===== config.mk =====
export PLATFORM = sky130hd
export DESIGN_NAME = uart_receiver_with_fifo_core_flat
export DESIGN_NICKNAME = d
export VERILOG_FILES = /design/src/rtl/urxf_pkg.sv /design/src/rtl/urxf_stream_if.sv /design/src/rtl/urxf_frame.sv /design/src/rtl/urxf_fifo.sv /design/src/rtl/uart_receiver_with_fifo_core.sv /design/src/flat_wrapper.sv
export SDC_FILE = /design/constraint.sdc
export NUM_CORES = 1
export LEC_CHECK = 0
export BUFFER_PORTS_ARGS = -buffer_cell sky130_fd_sc_hd__buf_2
export CORE_MARGIN = 2
export CORE_UTILIZATION = 55
export DETAILED_ROUTE_END_ITERATION = 8
export PLACE_DENSITY = 0.83
export SLEW_MARGIN = 5
export SYNTH_ARGS = -nofsm -noshare
export SYNTH_HDL_FRONTEND = slang
export SYNTH_SLANG_ARGS = --single-unit

===== constraint.sdc =====
create_clock -name clk -period 5.05 [get_ports clk]
set_input_delay 1.515 -clock clk [delete_from_list [all_inputs] [get_ports clk]]
set_output_delay 1.515 -clock clk [all_outputs]
set_load 0.01 [all_outputs]

===== src/rtl/urxf_pkg.sv =====
// Shared types and constants for the UART receiver with receive FIFO.
package urxf_pkg;

    localparam int FIFO_DEPTH_DEF = 64;

    localparam logic [15:0] BIT_PERIOD_RST  = 16'd13020;
    localparam logic [15:0] START_DELAY_RST = 16'(6510 + 13020 / 4);

    localparam int CFG_IDX_W = 8;
    localparam logic [CFG_IDX_W-1:0] REG_BIT_PERIOD  = CFG_IDX_W'(0);
    localparam logic [CFG_IDX_W-1:0] REG_START_DELAY = CFG_IDX_W'(1);

    typedef struct packed {
        logic line_level;
        logic clear;
        logic pop_req;
    } in_beat_t;

    typedef struct packed {
        logic       head_valid;
        logic [7:0] head_byte;
        logic       byte_stored;
        logic       byte_dropped;
    } out_beat_t;

    typedef struct packed {
        logic [CFG_IDX_W-1:0] index;
        logic [15:0]          data;
    } cfg_beat_t;

    // Receiver -> FIFO: a finished frame this tick
    typedef struct packed {
        logic       done;
        logic [7:0] data;
    } rx_byte_t;

    // FIFO -> top: per-tick status
    typedef struct packed {
        logic head_valid;
        logic stored;
        logic dropped;
    } fifo_status_t;

endpackage


===== src/rtl/urxf_stream_if.sv =====
// Valid/ready channel carrying one payload beat.
interface urxf_stream_if #(
    parameter type payload_t = logic
) ();
    logic     valid;
    logic     ready;
    payload_t data;

    modport source (output valid, output data, input ready);
    modport sink   (input valid, input data, output ready);
endinterface


===== src/rtl/urxf_frame.sv =====
// 8N1 frame receiver: start detect, bit sampling, stop wait.
module urxf_frame (
    input  logic               clk,
    input  logic               rst_n,
    input  logic               step,
    input  logic               line_level,
    input  logic               clear,
    input  logic [15:0]        bit_period,
    input  logic [15:0]        start_delay,
    output urxf_pkg::rx_byte_t rx_byte
);
    import urxf_pkg::*;

    typedef enum logic [1:0] {
        PH_IDLE  = 2'd0,
        PH_START = 2'd1,
        PH_DATA  = 2'd2,
        PH_STOP  = 2'd3
    } phase_t;

    phase_t      phase_reg, phase_next;
    logic [15:0] tick_reg, tick_next;
    logic [15:0] tick_inc;
    logic [3:0]  bit_idx_reg, bit_idx_next;
    logic [7:0]  shift_reg, shift_next;
    logic        prev_reg, prev_next;
    logic        done;

    assign tick_inc = tick_reg + 16'd1;

    always_comb
    begin
        phase_next   = phase_reg;
        tick_next    = tick_reg;
        bit_idx_next = bit_idx_reg;
        shift_next   = shift_reg;
        prev_next    = prev_reg;
        done         = 1'b0;
        if (clear)
        begin
            phase_next   = PH_IDLE;
            tick_next    = '0;
            bit_idx_next = '0;
            shift_next   = '0;
            prev_next    = 1'b1;
        end
        else
        begin
            case (phase_reg)
                PH_IDLE:
                begin
                    if (!line_level && prev_reg)
                    begin
                        phase_next = PH_START;
                        tick_next  = '0;
                    end
                    prev_next = line_level;
                end
                PH_START:
                begin
                    if (tick_reg < start_delay)
                        tick_next = tick_inc;
                    else if (!line_level)
                    begin
                        phase_next   = PH_DATA;
                        tick_next    = '0;
                        bit_idx_next = '0;
                        shift_next   = '0;
                    end
                    else
                        phase_next = PH_IDLE;   // false start
                end
                PH_DATA:
                begin
                    if (tick_inc >= bit_period)
                    begin
                        tick_next = '0;
                        if (line_level)
                            shift_next[bit_idx_reg[2:0]] = 1'b1;
                        bit_idx_next = bit_idx_reg + 4'd1;
                        if (bit_idx_next >= 4'd8)
                            phase_next = PH_STOP;
                    end
                    else
                        tick_next = tick_inc;
                end
                PH_STOP:
                begin
                    // stop level is not checked
                    if (tick_inc >= bit_period)
                    begin
                        tick_next  = '0;
                        done       = 1'b1;
                        phase_next = PH_IDLE;
                    end
                    else
                        tick_next = tick_inc;
                end
                default:
                    phase_next = PH_IDLE;
            endcase
        end
    end

    always_ff @(posedge clk or negedge rst_n)
    begin
        if (!rst_n)
        begin
            phase_reg   <= PH_IDLE;
            tick_reg    <= '0;
            bit_idx_reg <= '0;
            shift_reg   <= '0;
            prev_reg    <= 1'b1;
        end
        else if (step)
        begin
            phase_reg   <= phase_next;
            tick_reg    <= tick_next;
            bit_idx_reg <= bit_idx_next;
            shift_reg   <= shift_next;
            prev_reg    <= prev_next;
        end
    end

    assign rx_byte.done = done;
    assign rx_byte.data = shift_reg;

endmodule


===== src/rtl/urxf_fifo.sv =====
// Ring FIFO with one slot kept free; registered head read.
module urxf_fifo #(
    parameter int FIFO_DEPTH = urxf_pkg::FIFO_DEPTH_DEF
) (
    input  logic                   clk,
    input  logic                   rst_n,
    input  logic                   step,
    input  logic                   clear,
    input  logic                   pop_req,
    input  urxf_pkg::rx_byte_t     rx_byte,
    output urxf_pkg::fifo_status_t status,
    output logic [7:0]             head_data
);
    import urxf_pkg::*;

    localparam int PTR_W = (FIFO_DEPTH > 1) ? $clog2(FIFO_DEPTH) : 1;
    localparam logic [PTR_W-1:0] PTR_LAST = PTR_W'(FIFO_DEPTH - 1);

    logic [7:0]       mem [FIFO_DEPTH];
    logic [7:0]       rdata_reg;
    logic [PTR_W-1:0] wp_reg, wp_next;
    logic [PTR_W-1:0] rp_reg, rp_next;
    logic [PTR_W-1:0] wp_inc, rp_inc;
    logic             head_valid;
    logic             full;
    logic             stored;
    logic             dropped;

    function automatic logic [PTR_W-1:0] ptr_next(input logic [PTR_W-1:0] p);
        ptr_next = (p == PTR_LAST) ? '0 : p + PTR_W'(1);
    endfunction

    assign wp_inc     = ptr_next(wp_reg);
    assign rp_inc     = ptr_next(rp_reg);
    assign head_valid = (rp_reg != wp_reg);
    // full test uses the tick-start read pointer, even if this tick pops
    assign full       = (wp_inc == rp_reg);
    assign stored     = rx_byte.done && !full;
    assign dropped    = rx_byte.done && full;

    always_comb
    begin
        wp_next = wp_reg;
        rp_next = rp_reg;
        if (clear)
        begin
            wp_next = '0;
            rp_next = '0;
        end
        else
        begin
            if (stored)
                wp_next = wp_inc;
            if (pop_req && head_valid)
                rp_next = rp_inc;
        end
    end

    always_ff @(posedge clk or negedge rst_n)
    begin
        if (!rst_n)
        begin
            wp_reg <= '0;
            rp_reg <= '0;
        end
        else if (step)
        begin
            wp_reg <= wp_next;
            rp_reg <= rp_next;
        end
    end

    // write goes to wp, read to rp; they differ whenever the head is valid
    always_ff @(posedge clk)
    begin
        if (step)
            rdata_reg <= mem[rp_reg];
        if (step && stored)
            mem[wp_reg] <= rx_byte.data;
    end

    assign status.head_valid = head_valid;
    assign status.stored     = stored;
    assign status.dropped    = dropped;
    assign head_data         = rdata_reg;

endmodule


===== src/rtl/uart_receiver_with_fifo_core.sv =====
// Top level: UART 8N1 receiver with receive FIFO, config registers, output register.
//
//  channel  dir  beat type   contents
//  rx_in    in   in_beat_t   line_level, clear, pop_req (one beat per line sample)
//  rx_out   out  out_beat_t  head_valid, head_byte, byte_stored, byte_dropped
//  cfg      in   cfg_beat_t  index 0 bit_period, 1 start_delay; always ready
//
// One input beat per cycle while rx_in is ready; one result beat per input beat, held
// in the output register (head byte comes from the FIFO memory's read register).
// rx_in is ready whenever the output register is empty or being taken this cycle.
// Reset: receiver idle, FIFO empty, bit_period 13020, start_delay 9765.
// No clearing pass; a FIFO entry is only reported as head after it was written.
module uart_receiver_with_fifo_core #(
    parameter int FIFO_DEPTH = urxf_pkg::FIFO_DEPTH_DEF
) (
    input  logic          clk,
    input  logic          rst_n,
    urxf_stream_if.sink   rx_in,
    urxf_stream_if.source rx_out,
    urxf_stream_if.sink   cfg
);
    import urxf_pkg::*;

    logic [15:0]  bit_period_reg;
    logic [15:0]  start_delay_reg;
    logic         step;
    logic         cfg_wr;
    in_beat_t     in_beat;
    cfg_beat_t    cfg_beat;
    rx_byte_t     rx_byte;
    fifo_status_t fifo_status;
    logic [7:0]   head_data;
    logic         out_valid_reg;
    logic         head_valid_reg;
    logic         stored_reg;
    logic         dropped_reg;
    out_beat_t    out_beat;

    assign in_beat     = rx_in.data;
    assign cfg_beat    = cfg.data;
    assign rx_in.ready = !out_valid_reg || rx_out.ready;
    assign step        = rx_in.valid && rx_in.ready;
    assign cfg.ready   = 1'b1;
    assign cfg_wr      = cfg.valid;

    always_ff @(posedge clk or negedge rst_n)
    begin
        if (!rst_n)
        begin
            bit_period_reg  <= BIT_PERIOD_RST;
            start_delay_reg <= START_DELAY_RST;
        end
        else if (cfg_wr)
        begin
            case (cfg_beat.index)
                REG_BIT_PERIOD:  bit_period_reg  <= cfg_beat.data;
                REG_START_DELAY: start_delay_reg <= cfg_beat.data;
                default: ;
            endcase
        end
    end

    urxf_frame u_frame (
        .clk         (clk),
        .rst_n       (rst_n),
        .step        (step),
        .line_level  (in_beat.line_level),
        .clear       (in_beat.clear),
        .bit_period  (bit_period_reg),
        .start_delay (start_delay_reg),
        .rx_byte     (rx_byte)
    );

    urxf_fifo #(
        .FIFO_DEPTH (FIFO_DEPTH)
    ) u_fifo (
        .clk       (clk),
        .rst_n     (rst_n),
        .step      (step),
        .clear     (in_beat.clear),
        .pop_req   (in_beat.pop_req),
        .rx_byte   (rx_byte),
        .status    (fifo_status),
        .head_data (head_data)
    );

    always_ff @(posedge clk or negedge rst_n)
    begin
        if (!rst_n)
            out_valid_reg <= 1'b0;
        else if (step)
            out_valid_reg <= 1'b1;
        else if (rx_out.ready)
            out_valid_reg <= 1'b0;
    end

    always_ff @(posedge clk)
    begin
        if (step)
        begin
            head_valid_reg <= fifo_status.head_valid;
            stored_reg     <= fifo_status.stored;
            dropped_reg    <= fifo_status.dropped;
        end
    end

    assign out_beat.head_valid   = head_valid_reg;
    assign out_beat.head_byte    = head_valid_reg ? head_data : 8'd0;
    assign out_beat.byte_stored  = stored_reg;
    assign out_beat.byte_dropped = dropped_reg;
    assign rx_out.valid          = out_valid_reg;
    assign rx_out.data           = out_beat;

    a_store_xor_drop: assert property (@(posedge clk) disable iff (!rst_n)
        out_valid_reg |-> !(stored_reg && dropped_reg))
        else $error("byte both stored and dropped");

    a_drop_needs_head: assert property (@(posedge clk) disable iff (!rst_n)
        (out_valid_reg && dropped_reg) |-> head_valid_reg)
        else $error("byte dropped while FIFO reported empty");

    a_clear_quiet: assert property (@(posedge clk) disable iff (!rst_n)
        (step && in_beat.clear) |=> (out_valid_reg && !stored_reg && !dropped_reg))
        else $error("clear beat produced a store or drop");

    a_clear_empties: assert property (@(posedge clk) disable iff (!rst_n)
        (step && in_beat.clear) ##1 step |=> !head_valid_reg)
        else $error("FIFO not empty after clear");

endmodule


===== src/flat_wrapper.sv =====
// flat-port wrapper written by rule: the top's interface ports become plain ports
module uart_receiver_with_fifo_core_flat import urxf_pkg::*;
#(
    parameter int FIFO_DEPTH = urxf_pkg::FIFO_DEPTH_DEF
)
  (clk, rst_n, rx_in_valid, rx_in_data, rx_in_ready, rx_out_valid, rx_out_data, rx_out_ready, cfg_valid, cfg_data, cfg_ready);
  urxf_stream_if #(.payload_t(in_beat_t)) rx_in_i ();
  urxf_stream_if #(.payload_t(out_beat_t)) rx_out_i ();
  urxf_stream_if #(.payload_t(cfg_beat_t)) cfg_i ();
  input  logic clk;
  input  logic rst_n;
  input wire logic [$bits(rx_in_i.valid)-1:0] rx_in_valid;
  input wire logic [$bits(rx_in_i.data)-1:0] rx_in_data;
  output wire logic [$bits(rx_in_i.ready)-1:0] rx_in_ready;
  output wire logic [$bits(rx_out_i.valid)-1:0] rx_out_valid;
  output wire logic [$bits(rx_out_i.data)-1:0] rx_out_data;
  input wire logic [$bits(rx_out_i.ready)-1:0] rx_out_ready;
  input wire logic [$bits(cfg_i.valid)-1:0] cfg_valid;
  input wire logic [$bits(cfg_i.data)-1:0] cfg_data;
  output wire logic [$bits(cfg_i.ready)-1:0] cfg_ready;
  assign rx_in_i.valid = rx_in_valid;
  assign rx_in_i.data = rx_in_data;
  assign rx_in_ready = rx_in_i.ready;
  assign rx_out_valid = rx_out_i.valid;
  assign rx_out_data = rx_out_i.data;
  assign rx_out_i.ready = rx_out_ready;
  assign cfg_i.valid = cfg_valid;
  assign cfg_i.data = cfg_data;
  assign cfg_ready = cfg_i.ready;
  uart_receiver_with_fifo_core #(.FIFO_DEPTH(FIFO_DEPTH)) u_core (.clk(clk), .rst_n(rst_n), .rx_in(rx_in_i), .rx_out(rx_out_i), .cfg(cfg_i));
endmodule

== Yosys cells after proc, flatten, opt, wreduce, memory -nomap -nowiden ==
Memory sizes are Yosys's and may differ from the RTL's. A register that Yosys moved wholly into a read port is not among the register bits.
Index checks and enable logic that the tools add are counted.

* Order comparisons: 5
* Multiplexer cells: 43
* Bitwise gates (word level): 1
* Add/sub/neg operators: 4
* Reductions and logical operators: 28
* Equal/unequal tests: 16

{| class="wikitable"
|+ Operators by type and width
! kind !! count
|-
| 16-bit two-way mux || 5
|-
| 8-bit two-way mux || 6
|-
| 16-bit case mux with 3 select lines || 1
|-
| 6-bit two-way mux || 6
|-
| 3-bit != test, second input constant || 7
|-
| 16-bit by 1-bit adder with 16-bit output, second input constant || 1
|-
| 16-bit greater-or-equal comparator || 1
|-
| 16-bit < comparator || 1
|-
| 4-bit two-way mux || 4
|-
| 8-bit case mux with 2 select lines || 1
|-
| 2-bit two-way mux || 7
|-
| 6-bit by 1-bit adder with 6-bit output, second input constant || 2
|-
| 6-bit == test, second input constant || 2
|-
| 6-bit AND reduction || 2
|-
| 1-bit two-way mux || 10
|-
| 2-bit AND reduction || 5
|-
| 8-bit by 1-bit == test with 1-bit output, second input constant || 1
|-
| 8-bit zero test || 1
|-
| 8-bit OR || 1
|-
| 2-bit case mux with 4 select lines || 1
|-
| 4-bit case mux with 2 select lines || 1
|-
| 2-bit nonzero test || 4
|-
| 1-bit logical AND || 7
|-
| 6-bit == test || 1
|-
| 16 further kinds || 19
|}

* Memory bits (writable): 512
* Word-level logic and storage cells: 111
* Memories kept: 1
* Register bits after elaboration: 79
* Output and inout port bits: 14
* Input bits: 32

{| class="wikitable"
|+ Memory list
! name !! depth !! width !! read ports !! clocked after memory_dff !! write ports !! RTL line !! text
|-
| u_core.u_fifo.mem || 64 || 8 || 1 || 1 || 1 || urxf_fifo.sv:19 || <nowiki>logic [7:0] mem [FIFO_DEPTH];</nowiki>
|}

== Logic depth before layout (Yosys ltp) ==
Gate-level depths: netlist of run 1.

* Depth in word-level cells: 9
* Mapped depth: 16
* Mapped depth without buffers: 13

== Cells and area by module ==
Synthesis of run 1 repeated with hierarchy kept, for this count alone.

* Cell total of the unflattened synthesis: 1335
* Area total of the unflattened synthesis: 25206.7 um^2

{| class="wikitable"
|+ Modules (own cells, without submodules)
! module !! cells an instance !! sequential area each (um^2) !! area an instance (um^2) !! times used
|-
| urxf_fifo || 957 || 15915.3 || 21160.3 || 1
|-
| urxf_frame || 286 || 777.0 || 2532.4 || 1
|-
| uart_receiver_with_fifo_core || 92 || 933.4 || 1514.0 || 1
|}

== Worst setup path before layout of run 1 ==
No wires, ideal clock.

* Path kind: register to register
* From: register u_core.u_frame.tick_reg[0]
* To: memory u_core.u_fifo.mem[17][0] (enable)
* Setup time: 0.370 ns
* Setup slack: 1.040 ns
* Period minus slack after synthesis: 4.010 ns
* Arrival: 3.640 ns
* Cell stages (with the launch flop): 16
* Buffers on the path: 3
* Required time: 4.680 ns
* Cell sequence: dfrtp_1 -> ha_1 -> nand3_1 -> or3_1 -> clkbuf_1 -> nor2_1 -> xor2_1 -> ha_1 -> nand4_1 -> or2_2 -> o21ai_1 -> and4_4 -> buf_6 -> nand4b_4 -> buf_6 -> nor2_1

* Longest elaborated chain between the ends: 9

{| class="wikitable"
|+ Ends and longest elaborated chain
! what !! RTL line !! text
|-
| start: declaration || urxf_frame.sv:22 || <nowiki>logic [15:0] tick_reg, tick_next;</nowiki>
|-
| start signal: assignment || urxf_frame.sv:118 || <nowiki>tick_reg <= tick_next;</nowiki>
|-
| 16-bit by 1-bit adder with 16-bit output || urxf_frame.sv:29 || <nowiki>assign tick_inc = tick_reg + 16'd1;</nowiki>
|-
| 16-bit greater-or-equal comparator || urxf_frame.sv:90 || <nowiki>if (tick_inc >= bit_period)</nowiki>
|-
| 1-bit two-way mux || urxf_frame.sv:90 ||
|-
| 1-bit two-way mux || urxf_frame.sv:49 || <nowiki>case (phase_reg)</nowiki>
|-
| 1-bit two-way mux || urxf_frame.sv:39 || <nowiki>if (clear)</nowiki>
|-
| 1-bit logical AND || urxf_fifo.sv:38 || <nowiki>assign stored = rx_byte.done && !full;</nowiki>
|-
| named net u_core.u_fifo.stored || urxf_fifo.sv:26 || <nowiki>logic stored;</nowiki>
|-
| 1-bit logical AND || urxf_fifo.sv:78 || <nowiki>if (step && stored)</nowiki>
|-
| 1-bit two-way mux || urxf_fifo.sv:78 ||
|-
| 1-bit two-way mux (implied by the code) || urxf_fifo.sv:79 || <nowiki>mem[wp_reg] <= rx_byte.data;</nowiki>
|-
| end: declaration || urxf_fifo.sv:19 ||
|}

The timed path passes the listed nets, and every way through them passes these cells.

== Final worst setup path of run 1 ==
* From: register u_core.u_frame.tick_reg[0]
* To: memory u_core.u_fifo.mem[57][2] (enable)

* Longest elaborated chain between the ends: 9

{| class="wikitable"
|+ Ends and longest elaborated chain
! what !! RTL line
|-
| 16-bit by 1-bit adder with 16-bit output || urxf_frame.sv:29
|-
| 16-bit greater-or-equal comparator || urxf_frame.sv:90
|-
| 1-bit two-way mux || urxf_frame.sv:90
|-
| 1-bit two-way mux || urxf_frame.sv:49
|-
| 1-bit two-way mux || urxf_frame.sv:39
|-
| 1-bit logical AND || urxf_fifo.sv:38
|-
| 1-bit logical AND || urxf_fifo.sv:78
|-
| 1-bit two-way mux || urxf_fifo.sv:78
|-
| 1-bit two-way mux (implied by the code) || urxf_fifo.sv:79
|}

No other way between the ends.

==> results of run 1 <==
-- routing by layer --
layer	global-route usage (%)	vias to the layer above
li1	-	5499
met1	33.4	6868
met2	44.3	737
met3	4.21	102
met4	8.56	4
met5	0	-
-- cells by family (layout without fill, tap and decap cells) --
| logic type | after synthesis | count (layout) | synth area share [%] |
|---|---|---|---|
| and+or+nand+nor | 250 | 250 | 4.88 |
| adders and majority gates | 35 | 35 | 1.77 |
| DFF | 599 | 599 | 71.1 |
| buffers and inverters | 113 | 259 | 2.03 |
| AOI/OAI and AO/OA | 113 | 113 | 3.08 |
| muxes | 192 | 192 | 16.3 |
| other | 1 | 2 | 0.0151 |
| xor gates and xnor gates | 24 | 24 | 0.848 |
-- cell usage in the layout (no fill, tap or decap), types with 5 or more instances in the layout --
cell type and instances:
a21o_1 6, a21oi_1 19, a22o_1 16, a31oi_1 5
and2_1 8, and3_1 5, buf_2 43, buf_4 66
clkbuf_1 9, clkbuf_16 57, clkinv_1 17, clkinv_2 11
dfrtp_1 50, dfrtp_2 9, dfstp_2 15, edfxtp_1 523
ha_1 35, inv_1 41, mux2_2 19, mux2i_1 5
mux4_2 168, nand2_1 62, nand2b_1 6, nand3_1 22
nand4_1 10, nor2_1 95, nor2b_1 5, nor3_1 9
o21ai_0 33, o31ai_1 6, xnor2_1 10, xor2_1 14
-- synth_stat cells (10+ instances only) --
cell	n	area, sq um
nand2_1	62	233
buf_2	21	105
inv_1	41	154
a22o_1	16	140
mux4_2	168	3780
ha_1	35	438
mux2_2	19	214
nor2_1	95	357
a21oi_1	19	95.1
clkbuf_1	33	124
dfstp_2	15	394
xor2_1	14	123
dfrtp_1	61	1530
nand4_1	10	62.6
xnor2_1	10	87.6
nand3_1	22	110
o21ai_0	33	165
edfxtp_1	523	15700
-- worst min-delay path by stage --
| stage | start | to | depth (start not counted) |
|---|---|---|---|
| floorplan | u_core.start_delay_reg[14] | u_core.start_delay_reg[14] | 1 |
| global placement | u_core.start_delay_reg[6] | u_core.start_delay_reg[6] | 1 |
| detailed placement | u_core.start_delay_reg[15] | u_core.start_delay_reg[15] | 1 |
| CTS | u_core.start_delay_reg[15] | u_core.start_delay_reg[15] | 1 |
| global route | u_core.start_delay_reg[6] | u_core.start_delay_reg[6] | 1 |
| finish | u_core.start_delay_reg[8] | u_core.start_delay_reg[8] | 1 |
-- per-stage QoR --
step	hold WS (ns)	cell area [sq um]	cells	util (%)	power (uW)
5_1_grt	0.538	27800	2065	62.6	11400
6_report	0.507	27800	2066	62.6	11100
3_5_place_dp	0.497	26000	1959	58.6	7020
4_1_cts	0.511	27800	2065	62.6	11100
2_1_floorplan	0.479	24800	1327	-	6720
3_3_place_gp	0.493	26000	1959	58.6	6990
-- layout make-up --
type	count	area [sq um]
clock buffer	66	1460
multi-input combinational	615	6670
tap	592	741
antenna	1	2.50
fill	2953	16600
timing repair buffer	111	751
inverter	42	158
clock inverter	40	329
sequential	599	17600
-- report_power, final --
group          switching [uW]  internal (uW)  leakage [uW]
registers                 159           5390       0.00697
logic                     764            635       0.00296
clock network            1840           2290      0.000878
-- worst max-delay path: cells and delay by family (launching register included) --
kind | cells | cell delay, ns
flops | 1 | 0.44
fa+ha+maj | 2 | 0.56
xor+xnor | 1 | 0.11
compound gates | 1 | 0.34
simple gates | 8 | 2.91
==> results_dict.tcl, run 1 <==
set metrics [dict create \
    grt_use_total_pct 25.6 \
    cts_setup_buffers 0 \
    drv_cap 0 \
    worst_pin_slew_ns 0.952 \
    cts_tree "yes" \
    finalWirelength_mm 58.2 \
    finalMaxSlewViolations 0 \
    r2r_start "u_core.u_frame.tick_reg[0]" \
    ioPinCount 46 \
    cp-endpoint "u_core.u_fifo.mem[57][2]" \
    first_pass_iters 6 \
    cts.clk_slew.worst_paths_ns 0.06 \
    synthCells 1327 \
    cts_root_buf "clkbuf_16" \
    start_kind "flop" \
    fin_nets 1493 \
    status "finished, final reports clean" \
    synth_cell_types 67 \
    core_sq_um 44300 \
    clockBufferDepth 3 \
    rsz0062_at_grt "false" \
    grt_max_degree 77 \
    top_register "u_core.u_fifo.mem" \
    cts_max_level 2 \
    rr_endpoint "u_core.u_fifo.mem[57][2]" \
    ys_warn_count 0 \
    grt_overflow 0 \
    ys_seq_area_share_pct 71.1 \
    clock_skew_ns 0.0286 \
    synth_ff_type "edfxtp_1" \
    p_per_area_nw_per_um2 399 \
    antenna_found_initial 3 \
    wire_per_inst_microns 28.2 \
    irDropWorstVdd_mv 0.319 \
    setup-tns-final_ns 0 \
    end_kind "flop" \
    syn_to_final_growth_pct 11.9 \
    met3_length_mm 4.84 \
    hold_path_class "flop to flop" \
    cts_hold_buffers 0 \
    syn_area_sq_um 24800 \
    async_reset_ff_share_pct 12.7 \
    drive_gt1_share_pct 28.4 \
    grt_pass1_wl_mm 87.7 \
    largest_register_ffs 512 \
    worstPathArrival_ns 4.98 \
    synth_edf_count 523 \
    max_stage_delay_ns 0.74 \
    dr_total_vias 13200 \
    crit_slowest_cell "nor2_1" \
    layout_setup_ws_ns 0.302 \
    dp_slack_ns 0.357 \
    post_drt_via_cell_ratio 6.39 \
    m1WireLength_mm 21.5 \
    drt_iter0_drc 1594 \
    dr.max_layer_used "met5" \
    crit_chain "ha_1 > nand3_1 > or3_1 > nor2_1 > xor2_1 > ha_1 > nand4_1 > or2_2 > o21ai_1 > and4_4 > nand4b_4 > nor2_1" \
    hold_viol 0 \
    fp-row-count 77 \
    port_buffers 44 \
    syn_nets 1394 \
    first_global_vias 13500 \
    slew_headroom_pct 36.5 \
    syn_area_per_cell_sq_um 18.7 \
    start_util_pct 56.0 \
    die_area_sq_um 46800 \
    cts_sinks 599 \
    cts-resized-gates 0 \
    detail-route-antenna-nets 0 \
    cp.required_ns 5.29 \
    r2r_setup_slack_ns 0.30 \
    clk-insertion-delay-late_ns 0.63 \
    synth-seq-cells 599 \
    reg2regPathDepth 12 \
    die_x_microns 216 \
    crit_start "u_core.u_frame.tick_reg[0]" \
    cp_max_fo 16 \
    cts_made_buffers 57 \
    crit_type "flop to flop" \
    max_freq_mhz 211 \
    finalCriticalPeriod_ns 4.75 \
    place.detailed.hpwl_mm 34.8 \
    setup_viol 0 \
    post-route-period-util_pct 94.0 \
    p_leak_uw 0.0108 \
    drc_errors 0 \
    place_congestion 0.861 \
    die-height_microns 216 \
    wl_met2_mm 30.0 \
]
Note: power is estimated with default switching activity, not from simulation.
==> run 2, diff against run 1 <==
--- a/config.mk
+++ b/config.mk
@@ -6,10 +6,12 @@
 export NUM_CORES = 1
 export LEC_CHECK = 0
 export BUFFER_PORTS_ARGS = -buffer_cell sky130_fd_sc_hd__buf_2
+export CORE_ASPECT_RATIO = 1.5
 export CORE_MARGIN = 2
 export CORE_UTILIZATION = 55
 export DETAILED_ROUTE_END_ITERATION = 8
-export PLACE_DENSITY = 0.83
+export HOLD_SLACK_MARGIN = 0.12
+export PLACE_DENSITY = 0.86
 export SLEW_MARGIN = 5
 export SYNTH_ARGS = -nofsm -noshare
 export SYNTH_HDL_FRONTEND = slang
==> constraint.sdc (replaced) <==
create_clock -name clk -period 4.3 [get_ports clk]
set_input_delay 1.29 -clock clk [delete_from_list [all_inputs] [get_ports clk]]
set_output_delay 1.29 -clock clk [all_outputs]
set_load 0.01 [all_outputs]
==> results_dict.tcl, run 2 (synthesis gave the netlist of run 1 again) <==
set metrics [dict create \
    slew_headroom_pct 34.2 \
    port_buffers 44 \
    final_cell_mix "edfxtp_1 (523), mux4_2 (168), buf_4 (97)" \
    start_kind "flop" \
    top_register "u_core.u_fifo.mem" \
    status "finished, final reports clean" \
    grt_max_degree 77 \
    ioPinCount 46 \
    worst_pin_slew_ns 0.983 \
    worstHoldPathCells 2 \
    largest_register_ffs 512 \
    setup_viol 0 \
    max_freq_mhz 249 \
    first_pass_iters 5 \
    dr.max_layer_used "met4" \
    grt_overflow 0 \
    setup-tns-final_ns 0 \
    p_per_area_nw_per_um2 450 \
    cp_max_fo 8 \
    final_common_cell "edfxtp_1" \
    die_area_sq_um 46800 \
    max_stage_delay_ns 0.48 \
    fill_cells 2978 \
    drive_gt1_share_pct 30.0 \
    cts_made_buffers 50 \
    post-route-util_pct 62.2 \
    fin_nets 1520 \
    post-route-period-util_pct 93.6 \
    wire_per_inst_microns 27.1 \
    crit_chain "ha_2 > nand3_1 > or3_1 > nor2_1 > xor2_1 > ha_1 > nand4_1 > or2_2 > o21ai_1 > and4_4 > nand4_4 > buf_4 > nor2_1 > buf_4" \
    cts_root_buf "clkbuf_16" \
    drt_iter0_drc 1442 \
    crit_type "flop to flop" \
    worstPathArrival_ns 4.34 \
    cts_tree "yes" \
    finalMaxSlewViolations 0 \
    die_x_microns 177 \
    p_leak_uw 0.0109 \
    hold_start "u_core.u_frame.shift_reg[6]" \
    met3_length_mm 4.32 \
    r2r_setup_slack_ns 0.28 \
    clock_skew_ns 0.0475 \
    place.detailed.hpwl_mm 34.6 \
    grt_use_total_pct 24.3 \
    first_global_vias 13600 \
    finalWirelength_mm 56.1 \
    reg2regPathDepth 14 \
    cts_max_level 2 \
    cts_hold_buffers 0 \
    dr_total_vias 13300 \
    antenna_cells 0 \
    crit_slowest_cell "or3_1" \
    hold_path_class "flop to flop" \
    hold_viol 0 \
    rr_endpoint "u_core.u_fifo.mem[3][5]" \
    rsz0062_at_grt "false" \
    cp.required_ns 4.62 \
    irDropWorstVdd_mv 0.309 \
    r2r_start "u_core.u_frame.tick_reg[1]" \
    core_sq_um 44700 \
    fp-row-count 95 \
    m1WireLength_mm 18.7 \
    antenna_found_initial 0 \
    place_area_sq_um 26200 \
    place_congestion 0.833 \
    post_drt_via_cell_ratio 6.40 \
    cts_sinks 599 \
    finalCriticalPeriod_ns 4.02 \
    grt_pass1_wl_mm 84.0 \
    finish.instance_area_sq_um 27800 \
    clk-insertion-delay-late_ns 0.61 \
    syn_to_final_growth_pct 12.1 \
    end_kind "flop" \
    clockBufferDepth 3 \
    drc_errors 0 \
    cts.clk_slew.worst_paths_ns 0.07 \
    whs_endpoint "u_core.u_frame.shift_reg[6]" \
    die-height_microns 264 \
    drv_cap 0 \
    fin_total_pwr_uw 12500 \
    wl_met2_mm 30.2 \
    start_util_pct 55.5 \
    crit_start "u_core.u_frame.tick_reg[1]" \
    detail-route-antenna-nets 0 \
]
run 2: final cells by class:
| cell class | instances | area (sq um) | area share [%] |
|---|---|---|---|
| inverters | 42 | 158 | 0.567 |
| clock buffers | 59 | 1280 | 4.62 |
| multi-input cells | 615 | 6690 | 24.1 |
| flip-flops and latches | 599 | 17600 | 63.5 |
| clock inverters | 31 | 248 | 0.891 |
| well taps | 582 | 728 | 2.62 |
| repair buffers | 145 | 1040 | 3.75 |
run 2: worst max path at each step:
stage / endpoint / slack [ns] / cells past startpoint
floorplan: u_core.u_fifo.mem[17][0] / 0.29 / 15
global placement: u_core.u_fifo.mem[3][5] / 0.23 / 14
detailed placement: u_core.u_fifo.mem[3][5] / 0.05 / 14
CTS: u_core.u_fifo.mem[3][5] / 0.15 / 14
global route: u_core.u_frame.tick_reg[6] / 0.01 / 13
finish: u_core.u_fifo.mem[3][5] / 0.28 / 14
run 2: worst max-delay path: cells and delay by family, from the launching register on:
kind,cells,cell delay (ns)
adder cells (fa/ha/maj),2,0.54
XOR/XNOR,1,0.10
flip-flops,1,0.42
AND/OR/NAND/NOR,8,2.02
buffers and inverters,2,0.47
AO/OA/AOI/OAI,1,0.19
run 2: per-stage QoR:
stage                     setup WS, ns  cells  hold WS (ns)
after CTS                        0.152   2068         0.505
after global placement           0.233   1978         0.467
after global routing            0.0142   2073         0.516
after floorplan                  0.290   1327         0.479
after detailed placement        0.0518   1978         0.490
final                            0.276   2073         0.503
run 2: per-layer routing:
| metal | up-vias | track usage, % |
|---|---|---|
| li1 | 5541 | - |
| met5 | - | 0 |
| met2 | 746 | 43.7 |
| met4 | 0 | 10.4 |
| met1 | 6813 | 28.8 |
| met3 | 173 | 3.99 |
run 2: what timing repair did:
action                                 4_1_cts  5_1_grt
pin swaps                                    0        1
gates resized for setup                      1        5
setup endpoints to repair                    7      342
endpoints found under the hold margin        0        0
buffers inserted                             0        5
run 2: power breakdown:
| part | switching, uW | total (uW) | internal (uW) |
|---|---|---|---|
| sequential | 268 | 6590 | 6320 |
| clock | 2050 | 4320 | 2270 |
| combinational | 828 | 1610 | 785 |
| total | 3140 | 12500 | 9380 |
